`src/design/sps_pkg.sv`:
```
// shared types, codes and phase tables for the stimulation phase sequencer
// no dependencies; used by stimulation_phase_sequencer
package sps_pkg;

  // device modes
  localparam logic [1:0] MODE_SLEEP   = 2'd0;
  localparam logic [1:0] MODE_WAKEUP  = 2'd1;
  localparam logic [1:0] MODE_RUNNING = 2'd2;
  localparam logic [1:0] MODE_PAUSE   = 2'd3;

  // input commands
  localparam logic [1:0] CMD_TICK  = 2'd0;
  localparam logic [1:0] CMD_POWER = 2'd1;
  localparam logic [1:0] CMD_WAVE  = 2'd2;

  // beep requests
  localparam logic [1:0] BEEP_NONE = 2'd0;
  localparam logic [1:0] BEEP_ONE  = 2'd1;
  localparam logic [1:0] BEEP_TWO  = 2'd2;
  localparam logic [1:0] BEEP_LONG = 2'd3;

  // configuration register indexes
  localparam logic [2:0] REG_LONG_PRESS  = 3'd0;
  localparam logic [2:0] REG_TOGGLE      = 3'd1;
  localparam logic [2:0] REG_PAUSE_TOUT  = 3'd2;
  localparam logic [2:0] REG_TICKS_UNIT  = 3'd3;
  localparam logic [2:0] REG_RUN_FLASH   = 3'd4;
  localparam logic [2:0] REG_PAUSE_FLASH = 3'd5;

  // reset values
  localparam logic [9:0]  LONG_PRESS_RST  = 10'd300;
  localparam logic [9:0]  TOGGLE_RST      = 10'd100;
  localparam logic [16:0] PAUSE_TOUT_RST  = 17'd90000;
  localparam logic [7:0]  TICKS_UNIT_RST  = 8'd100;
  localparam logic [6:0]  RUN_FLASH_RST   = 7'd30;
  localparam logic [6:0]  PAUSE_FLASH_RST = 7'd70;
  localparam logic [11:0] HIGH_CODE_RST   = 12'd4000;

  // result item, packed highest field first
  typedef struct packed {
    logic [1:0]  pad;
    logic [1:0]  beep_kind;
    logic        led_short;
    logic        led_long;
    logic        buzzer_on;
    logic        short_wave;
    logic [11:0] level_high;
    logic [11:0] level_low;
    logic        period_timer_on;
    logic [15:0] period_value;
    logic [4:0]  phase_number;
    logic [1:0]  device_mode;
  } result_t;

  // phase length in units, long wave
  function automatic logic [8:0] dur_long(input logic [4:0] idx);
    logic [8:0] v;
    case (idx)
      5'd0:  v = 9'd30;
      5'd1:  v = 9'd5;
      5'd2:  v = 9'd30;
      5'd3:  v = 9'd5;
      5'd4:  v = 9'd240;
      5'd5:  v = 9'd2;
      5'd6:  v = 9'd180;
      5'd7:  v = 9'd3;
      5'd8:  v = 9'd180;
      5'd9:  v = 9'd5;
      5'd10: v = 9'd120;
      5'd11: v = 9'd5;
      5'd12: v = 9'd360;
      5'd13: v = 9'd360;
      5'd14: v = 9'd90;
      5'd15: v = 9'd5;
      5'd16: v = 9'd90;
      5'd17: v = 9'd90;
      default: v = 9'd0;
    endcase
    return v;
  endfunction

  // phase length in units, short wave
  function automatic logic [8:0] dur_short(input logic [4:0] idx);
    logic [8:0] v;
    case (idx)
      5'd0:  v = 9'd30;
      5'd1:  v = 9'd5;
      5'd2:  v = 9'd30;
      5'd3:  v = 9'd5;
      5'd4:  v = 9'd120;
      5'd5:  v = 9'd2;
      5'd6:  v = 9'd90;
      5'd7:  v = 9'd3;
      5'd8:  v = 9'd90;
      5'd9:  v = 9'd5;
      5'd10: v = 9'd60;
      5'd11: v = 9'd5;
      5'd12: v = 9'd180;
      5'd13: v = 9'd180;
      5'd14: v = 9'd30;
      5'd15: v = 9'd5;
      5'd16: v = 9'd30;
      5'd17: v = 9'd30;
      default: v = 9'd0;
    endcase
    return v;
  endfunction

  // timer period per phase, zero marks a gap phase
  function automatic logic [15:0] period_of(input logic [4:0] idx);
    logic [15:0] v;
    case (idx)
      5'd0:  v = 16'd13;
      5'd2:  v = 16'd16;
      5'd4:  v = 16'd26;
      5'd6:  v = 16'd390;
      5'd8:  v = 16'd781;
      5'd10: v = 16'hFFFF;
      5'd12: v = 16'd781;
      5'd13: v = 16'd9700;
      5'd14: v = 16'd26000;
      5'd16: v = 16'd78;
      5'd17: v = 16'd1562;
      default: v = 16'd0;
    endcase
    return v;
  endfunction

  // dac code per phase
  function automatic logic [11:0] code_of(input logic [4:0] idx);
    logic [11:0] v;
    case (idx)
      5'd0, 5'd2, 5'd4, 5'd8:   v = 12'd2203;
      5'd1, 5'd3, 5'd5, 5'd7,
      5'd9, 5'd11, 5'd15:       v = 12'd1975;
      5'd6, 5'd17:              v = 12'd3015;
      5'd10, 5'd13:             v = 12'd2796;
      5'd12, 5'd14, 5'd16:      v = 12'd2532;
      default:                  v = 12'd0;
    endcase
    return v;
  endfunction

endpackage

```
`src/design/stimulation_phase_sequencer.sv`:
```
// stimulation phase sequencer: mode machine, press classifier, phase stepping
// depends on sps_pkg
//
// channel  dir  handshake                 content
// s_*      in   s_tvalid / s_tready       tuser: cmd; tdata: power_released, wave_button_held
// m_*      out  m_tvalid / m_tready       tdata: one result item (see port comment)
// apb      in   psel, penable, pwrite     six configuration registers at 4*i
//
// each transfer is registered in the input register, then evaluated into the
// output register; one item per cycle sustained while m_tready stays high.
// the rate is set by the single evaluation stage, which updates all state at once.
// rst is synchronous and restores all state and register reset values.
// a stalled output holds its item; one further item waits in the input register.
module stimulation_phase_sequencer #(
  parameter int NUM_PHASES = 18
) (
  input  logic        clk,
  input  logic        rst,
  // input stream
  input  logic        s_tvalid,
  output logic        s_tready,
  input  logic [7:0]  s_tdata,   // [0] power_released, [1] wave_button_held
  input  logic [1:0]  s_tuser,   // [1:0] cmd
  // result stream
  output logic        m_tvalid,
  input  logic        m_tready,
  output logic [55:0] m_tdata,   // [1:0] device_mode, [6:2] phase_number,
                                 // [22:7] period_value, [23] period_timer_on,
                                 // [35:24] level_low, [47:36] level_high,
                                 // [48] short_wave, [49] buzzer_on, [50] led_long,
                                 // [51] led_short, [53:52] beep_kind
  // configuration
  input  logic        psel,
  input  logic        penable,
  input  logic        pwrite,
  input  logic [4:0]  paddr,
  input  logic [31:0] pwdata,
  output logic [31:0] prdata,
  output logic        pready
);

  // configuration registers
  logic [9:0]  long_press_ticks;
  logic [9:0]  toggle_press_ticks;
  logic [16:0] pause_timeout_ticks;
  logic [7:0]  ticks_per_unit;
  logic [6:0]  run_flash_ticks;
  logic [6:0]  pause_flash_ticks;

  // input register
  logic       in_valid;
  logic [1:0] in_cmd;
  logic       in_released;
  logic       in_wave_held;

  // sequencer state
  logic [1:0]  mode_reg;
  logic [4:0]  phase_reg;
  logic [15:0] phase_ticks;
  logic [8:0]  phase_units;
  logic [11:0] low_code;
  logic [11:0] high_code;
  logic        wave_reg;
  logic        buzz_enable;
  logic [9:0]  press_ticks;
  logic        press_armed;
  logic [16:0] pause_ticks;
  logic [6:0]  flash_ticks;
  logic        flash_level;
  logic        timer_on;
  logic        led_lit;

  // next values
  logic [1:0]  mode_next;
  logic [4:0]  phase_next;
  logic [15:0] phase_ticks_next;
  logic [8:0]  phase_units_next;
  logic [11:0] low_code_next;
  logic [11:0] high_code_next;
  logic        wave_next;
  logic        buzz_next;
  logic [9:0]  press_ticks_next;
  logic        press_armed_next;
  logic [16:0] pause_ticks_next;
  logic [6:0]  flash_ticks_next;
  logic        flash_level_next;
  logic        timer_on_next;
  logic        led_lit_next;
  logic [1:0]  beep_next;

  sps_pkg::result_t result;
  logic             advance;
  logic             cfg_write;

  assign advance  = in_valid && (!m_tvalid || m_tready);
  assign s_tready = !in_valid || advance;
  assign pready   = 1'b1;
  assign cfg_write = psel && penable && pwrite;

  // configuration write
  always_ff @(posedge clk) begin
    if (rst) begin
      long_press_ticks    <= sps_pkg::LONG_PRESS_RST;
      toggle_press_ticks  <= sps_pkg::TOGGLE_RST;
      pause_timeout_ticks <= sps_pkg::PAUSE_TOUT_RST;
      ticks_per_unit      <= sps_pkg::TICKS_UNIT_RST;
      run_flash_ticks     <= sps_pkg::RUN_FLASH_RST;
      pause_flash_ticks   <= sps_pkg::PAUSE_FLASH_RST;
    end else if (cfg_write) begin
      case (paddr[4:2])
        sps_pkg::REG_LONG_PRESS:  long_press_ticks    <= pwdata[9:0];
        sps_pkg::REG_TOGGLE:      toggle_press_ticks  <= pwdata[9:0];
        sps_pkg::REG_PAUSE_TOUT:  pause_timeout_ticks <= pwdata[16:0];
        sps_pkg::REG_TICKS_UNIT:  ticks_per_unit      <= pwdata[7:0];
        sps_pkg::REG_RUN_FLASH:   run_flash_ticks     <= pwdata[6:0];
        sps_pkg::REG_PAUSE_FLASH: pause_flash_ticks   <= pwdata[6:0];
        default: ;
      endcase
    end
  end

  // configuration read
  always_comb begin
    case (paddr[4:2])
      sps_pkg::REG_LONG_PRESS:  prdata = {22'd0, long_press_ticks};
      sps_pkg::REG_TOGGLE:      prdata = {22'd0, toggle_press_ticks};
      sps_pkg::REG_PAUSE_TOUT:  prdata = {15'd0, pause_timeout_ticks};
      sps_pkg::REG_TICKS_UNIT:  prdata = {24'd0, ticks_per_unit};
      sps_pkg::REG_RUN_FLASH:   prdata = {25'd0, run_flash_ticks};
      sps_pkg::REG_PAUSE_FLASH: prdata = {25'd0, pause_flash_ticks};
      default:                  prdata = 32'd0;
    endcase
  end

  // input register
  always_ff @(posedge clk) begin
    if (rst) begin
      in_valid <= 1'b0;
    end else if (s_tready) begin
      in_valid <= s_tvalid;
    end
    if (s_tvalid && s_tready) begin
      in_cmd       <= s_tuser;
      in_released  <= s_tdata[0];
      in_wave_held <= s_tdata[1];
    end
  end

  // one step of the sequencer
  always_comb begin
    logic        wake;
    logic        run;
    logic        pause;
    logic        sleep;
    logic [16:0] product;
    logic [15:0] target;
    logic [6:0]  interval;
    logic        sel;

    wake = 1'b0;
    run = 1'b0;
    pause = 1'b0;
    sleep = 1'b0;
    product = 17'(phase_units) * 17'(ticks_per_unit);
    target = (product > 17'h0FFFF) ? 16'hFFFF : product[15:0];
    interval = (mode_reg == sps_pkg::MODE_RUNNING) ? run_flash_ticks : pause_flash_ticks;

    mode_next        = mode_reg;
    phase_next       = phase_reg;
    phase_ticks_next = phase_ticks;
    phase_units_next = phase_units;
    low_code_next    = low_code;
    high_code_next   = high_code;
    wave_next        = wave_reg;
    buzz_next        = buzz_enable;
    press_ticks_next = press_ticks;
    press_armed_next = press_armed;
    pause_ticks_next = pause_ticks;
    flash_ticks_next = flash_ticks;
    flash_level_next = flash_level;
    timer_on_next    = timer_on;
    led_lit_next     = led_lit;
    beep_next        = sps_pkg::BEEP_NONE;

    case (in_cmd)
      sps_pkg::CMD_POWER: begin
        press_armed_next = 1'b1;
        press_ticks_next = 10'd0;
      end
      sps_pkg::CMD_WAVE: begin
        if (mode_reg != sps_pkg::MODE_SLEEP) begin
          if (buzz_next) beep_next = sps_pkg::BEEP_ONE;
          wave_next = !wave_reg;
          led_lit_next = 1'b1;
        end
      end
      sps_pkg::CMD_TICK: begin
        // press classifier
        if (press_armed) begin
          if (press_ticks != 10'h3FF) press_ticks_next = press_ticks + 10'd1;
          if (press_ticks_next == long_press_ticks) begin
            press_armed_next = 1'b0;
            if (mode_reg == sps_pkg::MODE_WAKEUP) sleep = 1'b1;
            else if (mode_reg == sps_pkg::MODE_RUNNING || mode_reg == sps_pkg::MODE_SLEEP)
              wake = 1'b1;
          end else if (mode_reg != sps_pkg::MODE_SLEEP &&
                       press_ticks_next == toggle_press_ticks && in_wave_held) begin
            press_armed_next = 1'b0;
            buzz_next = !buzz_enable;
          end else if (in_released) begin
            press_armed_next = 1'b0;
            if (mode_reg == sps_pkg::MODE_SLEEP) sleep = 1'b1;
            else if (mode_reg == sps_pkg::MODE_RUNNING) pause = 1'b1;
            else run = 1'b1;
          end
        end

        // phase stepping while running
        if (mode_reg == sps_pkg::MODE_RUNNING) begin
          if (phase_ticks != 16'hFFFF) phase_ticks_next = phase_ticks + 16'd1;
          if (phase_ticks_next >= target) begin
            if (int'(phase_reg) + 1 < NUM_PHASES) begin
              phase_next = phase_reg + 5'd1;
              phase_ticks_next = 16'd0;
              phase_units_next = wave_reg ? sps_pkg::dur_short(phase_next)
                                          : sps_pkg::dur_long(phase_next);
              if (sps_pkg::period_of(phase_next) == 16'd0) begin
                timer_on_next = 1'b0;
              end else begin
                high_code_next = sps_pkg::code_of(phase_next);
                timer_on_next = 1'b1;
              end
            end else begin
              wake = 1'b1;
              timer_on_next = 1'b0;
            end
          end
        end

        // pause timeout
        if (mode_reg == sps_pkg::MODE_PAUSE) begin
          if (pause_ticks != 17'h1FFFF) pause_ticks_next = pause_ticks + 17'd1;
          if (pause_ticks_next >= pause_timeout_ticks) begin
            if (buzz_next) beep_next = sps_pkg::BEEP_LONG;
            sleep = 1'b1;
          end
        end

        // led flashing
        if (mode_reg == sps_pkg::MODE_RUNNING || mode_reg == sps_pkg::MODE_PAUSE) begin
          if (flash_ticks != 7'd127) flash_ticks_next = flash_ticks + 7'd1;
          if (flash_ticks_next >= interval) begin
            flash_ticks_next = 7'd0;
            led_lit_next = flash_level;
            flash_level_next = !flash_level;
          end
        end

        // mode changes in fixed order
        if (wake) begin
          led_lit_next = 1'b1;
          if (mode_next == sps_pkg::MODE_SLEEP) begin
            if (buzz_next) beep_next = sps_pkg::BEEP_LONG;
          end else if (mode_next == sps_pkg::MODE_RUNNING) begin
            timer_on_next = 1'b0;
            if (buzz_next) beep_next = sps_pkg::BEEP_TWO;
          end
          mode_next = sps_pkg::MODE_WAKEUP;
        end
        if (run) begin
          if (mode_next == sps_pkg::MODE_WAKEUP) begin
            phase_next = 5'd0;
            phase_ticks_next = 16'd0;
            phase_units_next = wave_next ? sps_pkg::dur_short(5'd0) : sps_pkg::dur_long(5'd0);
            low_code_next = sps_pkg::code_of(5'd1);
            high_code_next = sps_pkg::code_of(5'd0);
            if (buzz_next) beep_next = sps_pkg::BEEP_TWO;
            timer_on_next = 1'b1;
          end else if (mode_next == sps_pkg::MODE_PAUSE) begin
            if (buzz_next) beep_next = sps_pkg::BEEP_TWO;
            timer_on_next = 1'b1;
          end
          mode_next = sps_pkg::MODE_RUNNING;
        end
        if (pause) begin
          timer_on_next = 1'b0;
          mode_next = sps_pkg::MODE_PAUSE;
          pause_ticks_next = 17'd0;
          if (buzz_next) beep_next = sps_pkg::BEEP_TWO;
        end
        if (sleep) begin
          timer_on_next = 1'b0;
          if (buzz_next) beep_next = sps_pkg::BEEP_LONG;
          mode_next = sps_pkg::MODE_SLEEP;
        end
      end
      default: ;
    endcase

    // result item
    sel = (mode_next != sps_pkg::MODE_SLEEP) && led_lit_next;
    result.pad             = 2'd0;
    result.device_mode     = mode_next;
    result.phase_number    = phase_next;
    result.period_value    = sps_pkg::period_of(phase_next);
    result.period_timer_on = timer_on_next;
    result.level_low       = low_code_next;
    result.level_high      = high_code_next;
    result.short_wave      = wave_next;
    result.buzzer_on       = buzz_next;
    result.led_long        = wave_next ? 1'b0 : sel;
    result.led_short       = wave_next ? sel : 1'b0;
    result.beep_kind       = beep_next;
  end

  // state update
  always_ff @(posedge clk) begin
    if (rst) begin
      mode_reg    <= sps_pkg::MODE_SLEEP;
      phase_reg   <= 5'd0;
      phase_ticks <= 16'd0;
      phase_units <= 9'd0;
      low_code    <= 12'd0;
      high_code   <= sps_pkg::HIGH_CODE_RST;
      wave_reg    <= 1'b0;
      buzz_enable <= 1'b1;
      press_ticks <= 10'd0;
      press_armed <= 1'b0;
      pause_ticks <= 17'd0;
      flash_ticks <= 7'd0;
      flash_level <= 1'b0;
      timer_on    <= 1'b0;
      led_lit     <= 1'b0;
    end else if (advance) begin
      mode_reg    <= mode_next;
      phase_reg   <= phase_next;
      phase_ticks <= phase_ticks_next;
      phase_units <= phase_units_next;
      low_code    <= low_code_next;
      high_code   <= high_code_next;
      wave_reg    <= wave_next;
      buzz_enable <= buzz_next;
      press_ticks <= press_ticks_next;
      press_armed <= press_armed_next;
      pause_ticks <= pause_ticks_next;
      flash_ticks <= flash_ticks_next;
      flash_level <= flash_level_next;
      timer_on    <= timer_on_next;
      led_lit     <= led_lit_next;
    end
  end

  // output register
  always_ff @(posedge clk) begin
    if (rst) begin
      m_tvalid <= 1'b0;
    end else if (advance) begin
      m_tvalid <= 1'b1;
    end else if (m_tready) begin
      m_tvalid <= 1'b0;
    end
    if (advance) m_tdata <= result;
  end

  // checks on the sequencer's own logic
  a_phase_range: assert property (@(posedge clk) disable iff (rst)
    int'(phase_reg) < NUM_PHASES)
    else $error("phase register beyond the last phase");

  a_stall_only_full: assert property (@(posedge clk) disable iff (rst)
    !s_tready |-> (in_valid && m_tvalid && !m_tready))
    else $error("input stalled while a stage could take it");

  a_sleep_dark: assert property (@(posedge clk) disable iff (rst)
    (m_tvalid && m_tdata[1:0] == sps_pkg::MODE_SLEEP) |-> (m_tdata[51:50] == 2'b00))
    else $error("led lit in sleep");

  a_beep_needs_buzzer: assert property (@(posedge clk) disable iff (rst)
    (m_tvalid && m_tdata[53:52] != sps_pkg::BEEP_NONE) |-> m_tdata[49])
    else $error("beep requested with buzzer disabled");

  a_state_holds: assert property (@(posedge clk) disable iff (rst)
    !advance |=> $stable(mode_reg) && $stable(phase_reg) && $stable(press_armed))
    else $error("state changed without an evaluated item");

endmodule
```
`config.mk`:
```
export PLATFORM = sky130hd
export DESIGN_NAME = stimulation_phase_sequencer
export DESIGN_NICKNAME = d
export VERILOG_FILES = /design/src/design/sps_pkg.sv /design/src/design/stimulation_phase_sequencer.sv
export SDC_FILE = /design/constraint.sdc
export NUM_CORES = 1
export LEC_CHECK = 0
export BUFFER_PORTS_ARGS = -buffer_cell sky130_fd_sc_hd__buf_4
export CORE_MARGIN = 1
export CORE_UTILIZATION = 52
export DETAILED_ROUTE_END_ITERATION = 10
export HOLD_SLACK_MARGIN = 0.03
export PLACE_DENSITY = 0.78
export SETUP_SLACK_MARGIN = 0.05
export SLEW_MARGIN = 20
export SYNTH_ARGS = -nofsm -noshare
export SYNTH_HDL_FRONTEND = slang
export SYNTH_SLANG_ARGS = --single-unit
```
`constraint.sdc`:
```
create_clock -name clk -period 12.6 [get_ports clk]
set_input_delay 3.15 -clock clk [delete_from_list [all_inputs] [get_ports clk]]
set_output_delay 3.15 -clock clk [all_outputs]
set_load 0.01 [all_outputs]
```
==> results.json, run 1 <==
{
  "post_cts_buffers": 0,
  "slowest_stage": "dfxtp_1",
  "grt.overflow.total": 0,
  "vias_per_cell": 5.866,
  "ys_seq_area_share_pct": 32.76,
  "pre_cts_slack_ns": 4.239,
  "dieHeight_um": 170.3,
  "worstSetupEndpointType": "flip-flop",
  "num-nets-final": 1958,
  "start_kind": "flip-flop",
  "area_growth_pct": 11.48,
  "clock_path_buffers": 3,
  "reg2reg_depth": 31,
  "crit_required_ns": 12.88,
  "holdBufCountCts": 0,
  "largest_reg_flops": 52,
  "tightest_slew_ns": 1.064,
  "regMostFlops": "m_tdata",
  "cts_sinks": 213,
  "syn_avg_cell_area_sq_um": 8.553,
  "wl_um": 37550,
  "fin_crit_sh_pct": 66.51,
  "start_util_pct": 52.87,
  "dr_total_vias": 12680,
  "rsz0062_at_grt": "false",
  "insertion_delay_ns": 0.54,
  "path_delay_family": "adder cells",
  "grt_pass1_wl_um": 60510,
  "cp.arrival_ns": 8.66,
  "fp.dieW_um": 170.3,
  "core.rowCount": 61,
  "powerDensity_mw_per_mm2": 96.90,
  "cpMostUsedCell": "inv_1",
  "outcome": "complete, no violations",
  "antennaDiodeCount": 0,
  "synthArstFlopShare_pct": 0,
  "drtIter0Drc": 917,
  "cts_root_buffer": "clkbuf_16",
  "finalWeightedCongestion": 0.9338,
  "hold_viol_final": 0,
  "mostFrequentLayoutCell": "nand2_1",
  "clock.fmax_mhz": 119.3,
  "fill_cells": 2482,
  "synth_area_sq_mm": 0.01473,
  "ys_ff_latch": 213,
  "placed_area_sq_mm": 0.01557,
  "syn_inst": 1722,
  "grt_pass1_vias": 12020,
  "relSlewSlack_pct": 29.09,
  "criticalPathCategory": "reg2reg",
  "ys_warn_count": 0,
  "ant_nets": 0,
  "fin_worst_skew_ns": 0.01500,
  "grt_usage_pct": 25.77,
  "min_period_ns": 8.380,
  "drcViolationCount": 0,
  "cts-resized-gates": 0,
  "dr.pass1.iters": 7,
  "vdd_drop_max_mv": 0.09859,
  "io_pins": 145,
  "worst-path-max-fanout": 16,
  "path_buf_inv": 6,
  "top_regs": "m_tdata (52), pause_ticks (17), pause_timeout_ticks (17)",
  "layout-drive-gt1-share_pct": 11.61,
  "area.sequential_sq_mm": 0.004825,
  "fin_setup_tns_ns": 0,
  "critical_path_depth": 31,
  "slowest_delay_ns": 0.60,
  "hpwl_um": 27270,
  "synth-edff-count": 56,
  "dieArea_sq_mm": 0.02900,
  "drv_cap": 0,
  "h-tree-depth": 1,
  "worst_slack_ns": 4.220,
  "power.leakage_nw": 6.848,
  "hold_class": "reg2reg",
  "grt_max_degree": 93,
  "synth_flop_cell": "dfxtp_1",
  "finalMaxSlewViolations": 0,
  "fp.coreArea_sq_mm": 0.02786,
  "wire_per_inst_um": 17.38,
  "multi_input_area_sq_mm": 0.008990,
  "cts_tree": "built",
  "path_clk_slew_ns": 0.06,
  "final_area_sq_mm": 0.01642,
  "antenna_found_initial": 0,
  "setup_viol": 0,
  "portBuffers": 103,
  "synthDistinctLibCells": 92,
  "cts_made_buffers": 24,
  "final_cell_mix": "183 x nand2_1, 157 x dfxtp_1, 156 x nor2_1, 115 x buf_4, 106 x inv_1",
  "holdPathStages": 1
}
[through the flow]
step | total power [mW] | util (%) | hold WS [ns] | std cells
2_1_floorplan | 0.8158 | - | 0.4060 | 1738
3_3_place_gp | 0.8578 | 55.90 | 0.4213 | 2117
3_5_place_dp | 0.8599 | 55.90 | 0.4258 | 2117
4_1_cts | 1.600 | 58.92 | 0.4446 | 2161
5_1_grt | 1.639 | 58.94 | 0.4699 | 2161
6_report | 1.591 | 58.94 | 0.4432 | 2161
[area by class of cell]
cell class / count / area share, %
repair buffers: 115 / 5.258
flip-flops and latches: 213 / 29.38
clock buffers: 30 / 4.038
multi-input cells: 1297 / 54.75
well taps: 378 / 2.880
inverters: 114 / 2.606
clock inverters: 14 / 1.090
[cell families (layout without fill, tap and decap cells)]
| logic type | Yosys count | in the layout | share of synthesized area, % |
|---|---|---|---|
| compound gates | 379 | 379 | 17.01 |
| xor+xnor | 63 | 63 | 3.840 |
| fa+ha+maj | 139 | 139 | 14.00 |
| buf+inv | 228 | 273 | 6.736 |
| flops | 213 | 213 | 32.76 |
| mux | 58 | 58 | 4.256 |
| other cells | 2 | 18 | 0.05099 |
| simple gates | 640 | 640 | 21.36 |
[worst reg2reg max path, delay by kind of cell, from the launching register on]
kind            cells  cell delay [ns]
compound gates     12             2.67
xor+xnor            1             0.13
fa+ha+maj           7             3.04
buf+inv             6             0.63
flops               1             0.60
simple gates        5             1.05
[Yosys cell counts (all sizes together), types with 19 or more instances]
| cell type | instances | area, sq um |
|---|---|---|
| ha | 96 | 1201 |
| a31oi | 21 | 152.6 |
| and2 | 65 | 409.1 |
| buf | 42 | 294.0 |
| fa | 43 | 860.8 |
| nor2b | 21 | 131.4 |
| or3 | 19 | 123.9 |
| nand2 | 184 | 693.2 |
| a21oi | 105 | 525.5 |
| o21ai | 80 | 419.2 |
| o211ai | 23 | 172.7 |
| clkbuf | 72 | 270.3 |
| edfxtp | 56 | 1682 |
| mux2i | 51 | 514.2 |
| nand3 | 50 | 250.2 |
| nor3 | 36 | 196.4 |
| inv | 111 | 416.7 |
| and3 | 23 | 143.9 |
| xor2 | 20 | 175.2 |
| xnor2 | 42 | 367.9 |
| nand4 | 30 | 206.5 |
| dfxtp | 157 | 3143 |
| nor2 | 157 | 591.8 |
| o21a | 28 | 210.2 |
[power breakdown]
part	internal, mW	switching (mW)	total (mW)
clock	0.440	0.305	0.744
combinational	0.0441	0.0785	0.123
sequential	0.715	0.00975	0.724
[per-layer routing]
metal / GRT usage, % / wire length, um / part of all wire (%) / up-vias
met5: 0 / 0 / 0 / -
met4: 8.892 / 1065 / 2.8 / 0
met3: 2.884 / 2236 / 6.0 / 84
met2: 43.76 / 17980 / 48 / 480
met1: 33.94 / 16270 / 43 / 6022
li1: - / - / - / 6091
[worst paths after layout]
path | to | startpoint | slack, ns
min reg2reg | high_code[7]$_SDFFE_PP1P_ | high_code[7]$_SDFFE_PP1P_ | 0.44
max reg2reg | m_tdata[9]$_DFFE_PP_ | ticks_per_unit[7]$_SDFFE_PP0P_ | 4.22
max | m_tdata[9]$_DFFE_PP_ | ticks_per_unit[7]$_SDFFE_PP0P_ | 4.22
min | high_code[7]$_SDFFE_PP1P_ | high_code[7]$_SDFFE_PP1P_ | 0.44
Note: power is estimated with default switching activity, not from simulation.
==> run 2, diff against run 1 <==
--- a/config.mk
+++ b/config.mk
@@ -5,12 +5,13 @@
 export SDC_FILE = /design/constraint.sdc
 export NUM_CORES = 1
 export LEC_CHECK = 0
+export ABC_AREA = 1
 export BUFFER_PORTS_ARGS = -buffer_cell sky130_fd_sc_hd__buf_4
 export CORE_MARGIN = 1
 export CORE_UTILIZATION = 52
 export DETAILED_ROUTE_END_ITERATION = 10
 export HOLD_SLACK_MARGIN = 0.03
-export PLACE_DENSITY = 0.78
+export PLACE_DENSITY = 0.8
 export SETUP_SLACK_MARGIN = 0.05
 export SLEW_MARGIN = 20
 export SYNTH_ARGS = -nofsm -noshare
==> constraint.sdc (replaced) <==
create_clock -name clk -period 6.7 [get_ports clk]
set_input_delay 1.675 -clock clk [delete_from_list [all_inputs] [get_ports clk]]
set_output_delay 1.675 -clock clk [all_outputs]
set_load 0.01 [all_outputs]
==> run 2 against run 1 <==
  * The flow now finishes with violations (setup timing)
  * Total power grew 97%
  * Synthesized area increased by 1.3%
  * Count of clock-buffer cells in the layout up 4
  * Hold slack better by 0.0086 ns
  * Via count up 12%
  * Non-clock buffer count up 99
  * Global-route usage fell by 0.074 points
  * Cell area up 9.3%
  * Synthesized cell count is 20% higher
  * Combinational power rose to 3.9 times the previous value
  * Critical path depth grew 6
  * Largest cell class unchanged
  * Highest routed layer unchanged
==> results.json, run 2 <==
{
  "outcome": "finished, violations left",
  "violations": "setup timing",
  "vdd_drop_max_mv": 0.1779,
  "worst-path-max-fanout": 6,
  "setup_viol": 6,
  "cts_root_buffer": "clkbuf_16",
  "cts_tree": "built",
  "slowest_delay_ns": 0.55,
  "antenna_found_initial": 0,
  "slowest_stage": "fa_1",
  "grt_max_degree": 84,
  "io_pins": 145,
  "num-nets-final": 2426,
  "tightest_slew_ns": 1.058,
  "hold_class": "reg2reg",
  "synth_flop_cell": "dfxtp_1",
  "largest_reg_flops": 52,
  "power.leakage_nw": 8.761,
  "cts_made_buffers": 24,
  "worst_slack_ns": -0.06678,
  "internal_power_mw": 2.262,
  "syn_avg_cell_area_sq_um": 7.213,
  "final_cell_mix": "457 x nand2_1, 321 x inv_1, 200 x buf_4, 152 x a21oi_1, 145 x dfxtp_1",
  "crit_required_ns": 6.97,
  "dieArea_sq_mm": 0.02936,
  "hpwl_um": 27730,
  "grt_usage_pct": 25.70,
  "holdPathStages": 2,
  "cp-startpoint": "phase_units[4]$_SDFFE_PP0P_",
  "start_util_pct": 53.25,
  "fp.dieW_um": 171.4,
  "r2r_slack_ns": -0.07,
  "wire_per_inst_um": 14.99,
  "core.rowCount": 61,
  "powerDensity_mw_per_mm2": 174.2,
  "mostFrequentLayoutCell": "nand2_1",
  "drtIter0Drc": 1179,
  "switching_share_pct": 27.66,
  "ys_seq_area_share_pct": 32.35,
  "worstSetupEndpointType": "flip-flop",
  "fin_crit_sh_pct": 101.0,
  "criticalPathCategory": "reg2reg",
  "synthDistinctLibCells": 59,
  "path_buf_inv": 6,
  "final_util_pct": 64.06,
  "comb_power_share_pct": 15.3,
  "ys_ff_latch": 213,
  "finalWeightedCongestion": 0.9475,
  "drv_cap": 0,
  "layout-drive-gt1-share_pct": 18.30,
  "grt_pass1_vias": 13200,
  "grt_pass1_wl_um": 62190,
  "path_delay_family": "adder cells",
  "portBuffers": 103,
  "grt.overflow.total": 0,
  "synth-edff-count": 56,
  "ys_warn_count": 0,
  "reg2reg_depth": 37,
  "clock.fmax_mhz": 147.8,
  "rr_endpoint": "m_tdata[17]$_DFFE_PP_",
  "path_clk_slew_ns": 0.07,
  "synth_area_leaders": "dfxtp_1 21%, nand2_1 12%, edfxtp_1 11%",
  "power.share.clock_pct": 40.5,
  "rsz0062_at_grt": "true",
  "synth_area_sq_mm": 0.01492,
  "vias_per_cell": 5.424,
  "timing.rr.start": "phase_units[4]$_SDFFE_PP0P_",
  "area_growth_pct": 20.31,
  "min_period_ns": 6.767,
  "ant_nets": 0,
  "dieHeight_um": 171.4,
  "synthArstFlopShare_pct": 0,
  "switchingPower_mw": 0.8647,
  "dr.pass1.iters": 5,
  "synth_top_area_share_pct": 21.07,
  "top_regs": "m_tdata (52), pause_ticks (17), pause_timeout_ticks (17)",
  "antennaDiodeCount": 0,
  "cp.arrival_ns": 7.04,
  "cts_sinks": 213,
  "critical_path_depth": 37,
  "clock_path_buffers": 3,
  "hold_ws_ns": 0.4518,
  "start_kind": "flip-flop",
  "wl_um": 39400,
  "fin_setup_tns_ns": -0.1862,
  "power.share.sequential_pct": 44.2,
  "fin_worst_skew_ns": 0.01963,
  "dr_total_vias": 14260,
  "hold_viol_final": 0,
  "fp.coreArea_sq_mm": 0.02801,
  "relSlewSlack_pct": 29.50,
  "yosysMostFrequentCell": "nand2_1",
  "syn_inst": 2068,
  "cp-endpoint": "m_tdata[17]$_DFFE_PP_",
  "h-tree-depth": 1,
  "drcViolationCount": 0,
  "finalMaxSlewViolations": 0,
  "insertion_delay_ns": 0.53,
  "synth_common_cells": "483 x nand2_1, 336 x inv_1, 168 x a21oi_1, 157 x dfxtp_1, 133 x o21ai_0",
  "synth_largest_area_cell": "dfxtp_1",
  "regMostFlops": "m_tdata"
}
-- run 2: changes by cell type after synthesis, moves of 27 or more --
| cell | previous run | this run |
|---|---|---|
| a21oi_1 | 105 | 168 |
| and2_1 | 64 | 0 |
| inv_1 | 107 | 336 |
| mux2i_1 | 50 | 1 |
| nand2_1 | 183 | 483 |
| nand3_1 | 50 | 121 |
| nor2_1 | 156 | 129 |
| o21a_1 | 28 | 1 |
| o21ai_0 | 72 | 133 |
| xnor2_1 | 42 | 8 |
-- run 2: worst min-delay path by stage --
| stage | start | endpoint | slack (ns) |
|---|---|---|---|
| 2_1_floorplan | high_code[7]$_SDFFE_PP1P_ | high_code[7]$_SDFFE_PP1P_ | 0.40 |
| 3_3_place_gp | high_code[7]$_SDFFE_PP1P_ | high_code[7]$_SDFFE_PP1P_ | 0.41 |
| 3_5_place_dp | high_code[7]$_SDFFE_PP1P_ | high_code[7]$_SDFFE_PP1P_ | 0.41 |
| 4_1_cts | high_code[7]$_SDFFE_PP1P_ | high_code[7]$_SDFFE_PP1P_ | 0.45 |
| 5_1_grt | low_code[1]$_SDFFE_PP0P_ | low_code[1]$_SDFFE_PP0P_ | 0.49 |
| 6_report | high_code[7]$_SDFFE_PP1P_ | high_code[7]$_SDFFE_PP1P_ | 0.45 |
-- run 2: what timing repair did --
item,CTS,global route
hold buffers,0,0
pin swaps,26,53
gates resized for setup,46,103
setup endpoints to repair,86,89
cloned,1,3
setup buffers,10,16
-- run 2: cells by family after synthesis --
kind of cell / Yosys count / share of synthesized area (%)
adders and majority gates: 139 / 13.82
DFF: 213 / 32.35
other: 2 / 0.05035
AOI/OAI and AO/OA: 403 / 15.18
xor gates and xnor gates: 33 / 2.038
muxes: 2 / 0.1426
buffers and inverters: 440 / 11.92
and+or+nand+nor: 836 / 24.49
-- run 2: area by class of cell --
type	instances	area (sq um)
repair buffers	214	1729
flip-flops and latches	213	4862
well taps	378	473.0
fillers	2342	10070
clock buffers	34	648.1
clock inverters	10	98.84
multi-input cells	1432	8818
inverters	348	1315
-- run 2: worst register-to-register path: cells and delay by family, from the launching register on --
family / cells / cell delay [ns]
buffers and inverters: 6 / 0.43
xor gates and xnor gates: 1 / 0.21
DFF: 1 / 0.37
and+or+nand+nor: 17 / 2.00
AOI/OAI and AO/OA: 6 / 0.63
adders and majority gates: 7 / 2.87
-- run 2: stage by stage --
stage | instance area (sq um) | worst slack (ns) | instances | total power [mW]
2_1_floorplan | 14990 | 0.07370 | 2084 | 1.674
3_3_place_gp | 16410 | -0.1644 | 2555 | 1.811
3_5_place_dp | 16410 | -0.3348 | 2555 | 1.822
4_1_cts | 17400 | 0.05112 | 2610 | 3.087
5_1_grt | 17940 | -0.3096 | 2629 | 3.239
6_report | 17940 | -0.06678 | 2629 | 3.127
-- run 2: power groups by stage --
stage	clock network, mW	logic, mW	registers, mW
after floorplan	0	0.260	1.41
after global placement	0	0.400	1.41
after detailed placement	0	0.409	1.41
after CTS	1.28	0.426	1.38
after global routing	1.33	0.526	1.39
final	1.27	0.479	1.38
-- run 2: per-layer routing --
layer	GRT usage [%]	part of all wire, %	up-vias	routed length (um)
li1	-	-	7004	-
met4	8.036	3.0	0	1198
met5	0	0	-	0
met3	2.899	5.7	86	2239
met2	45.23	49	492	19370
met1	32.82	42	6678	16590
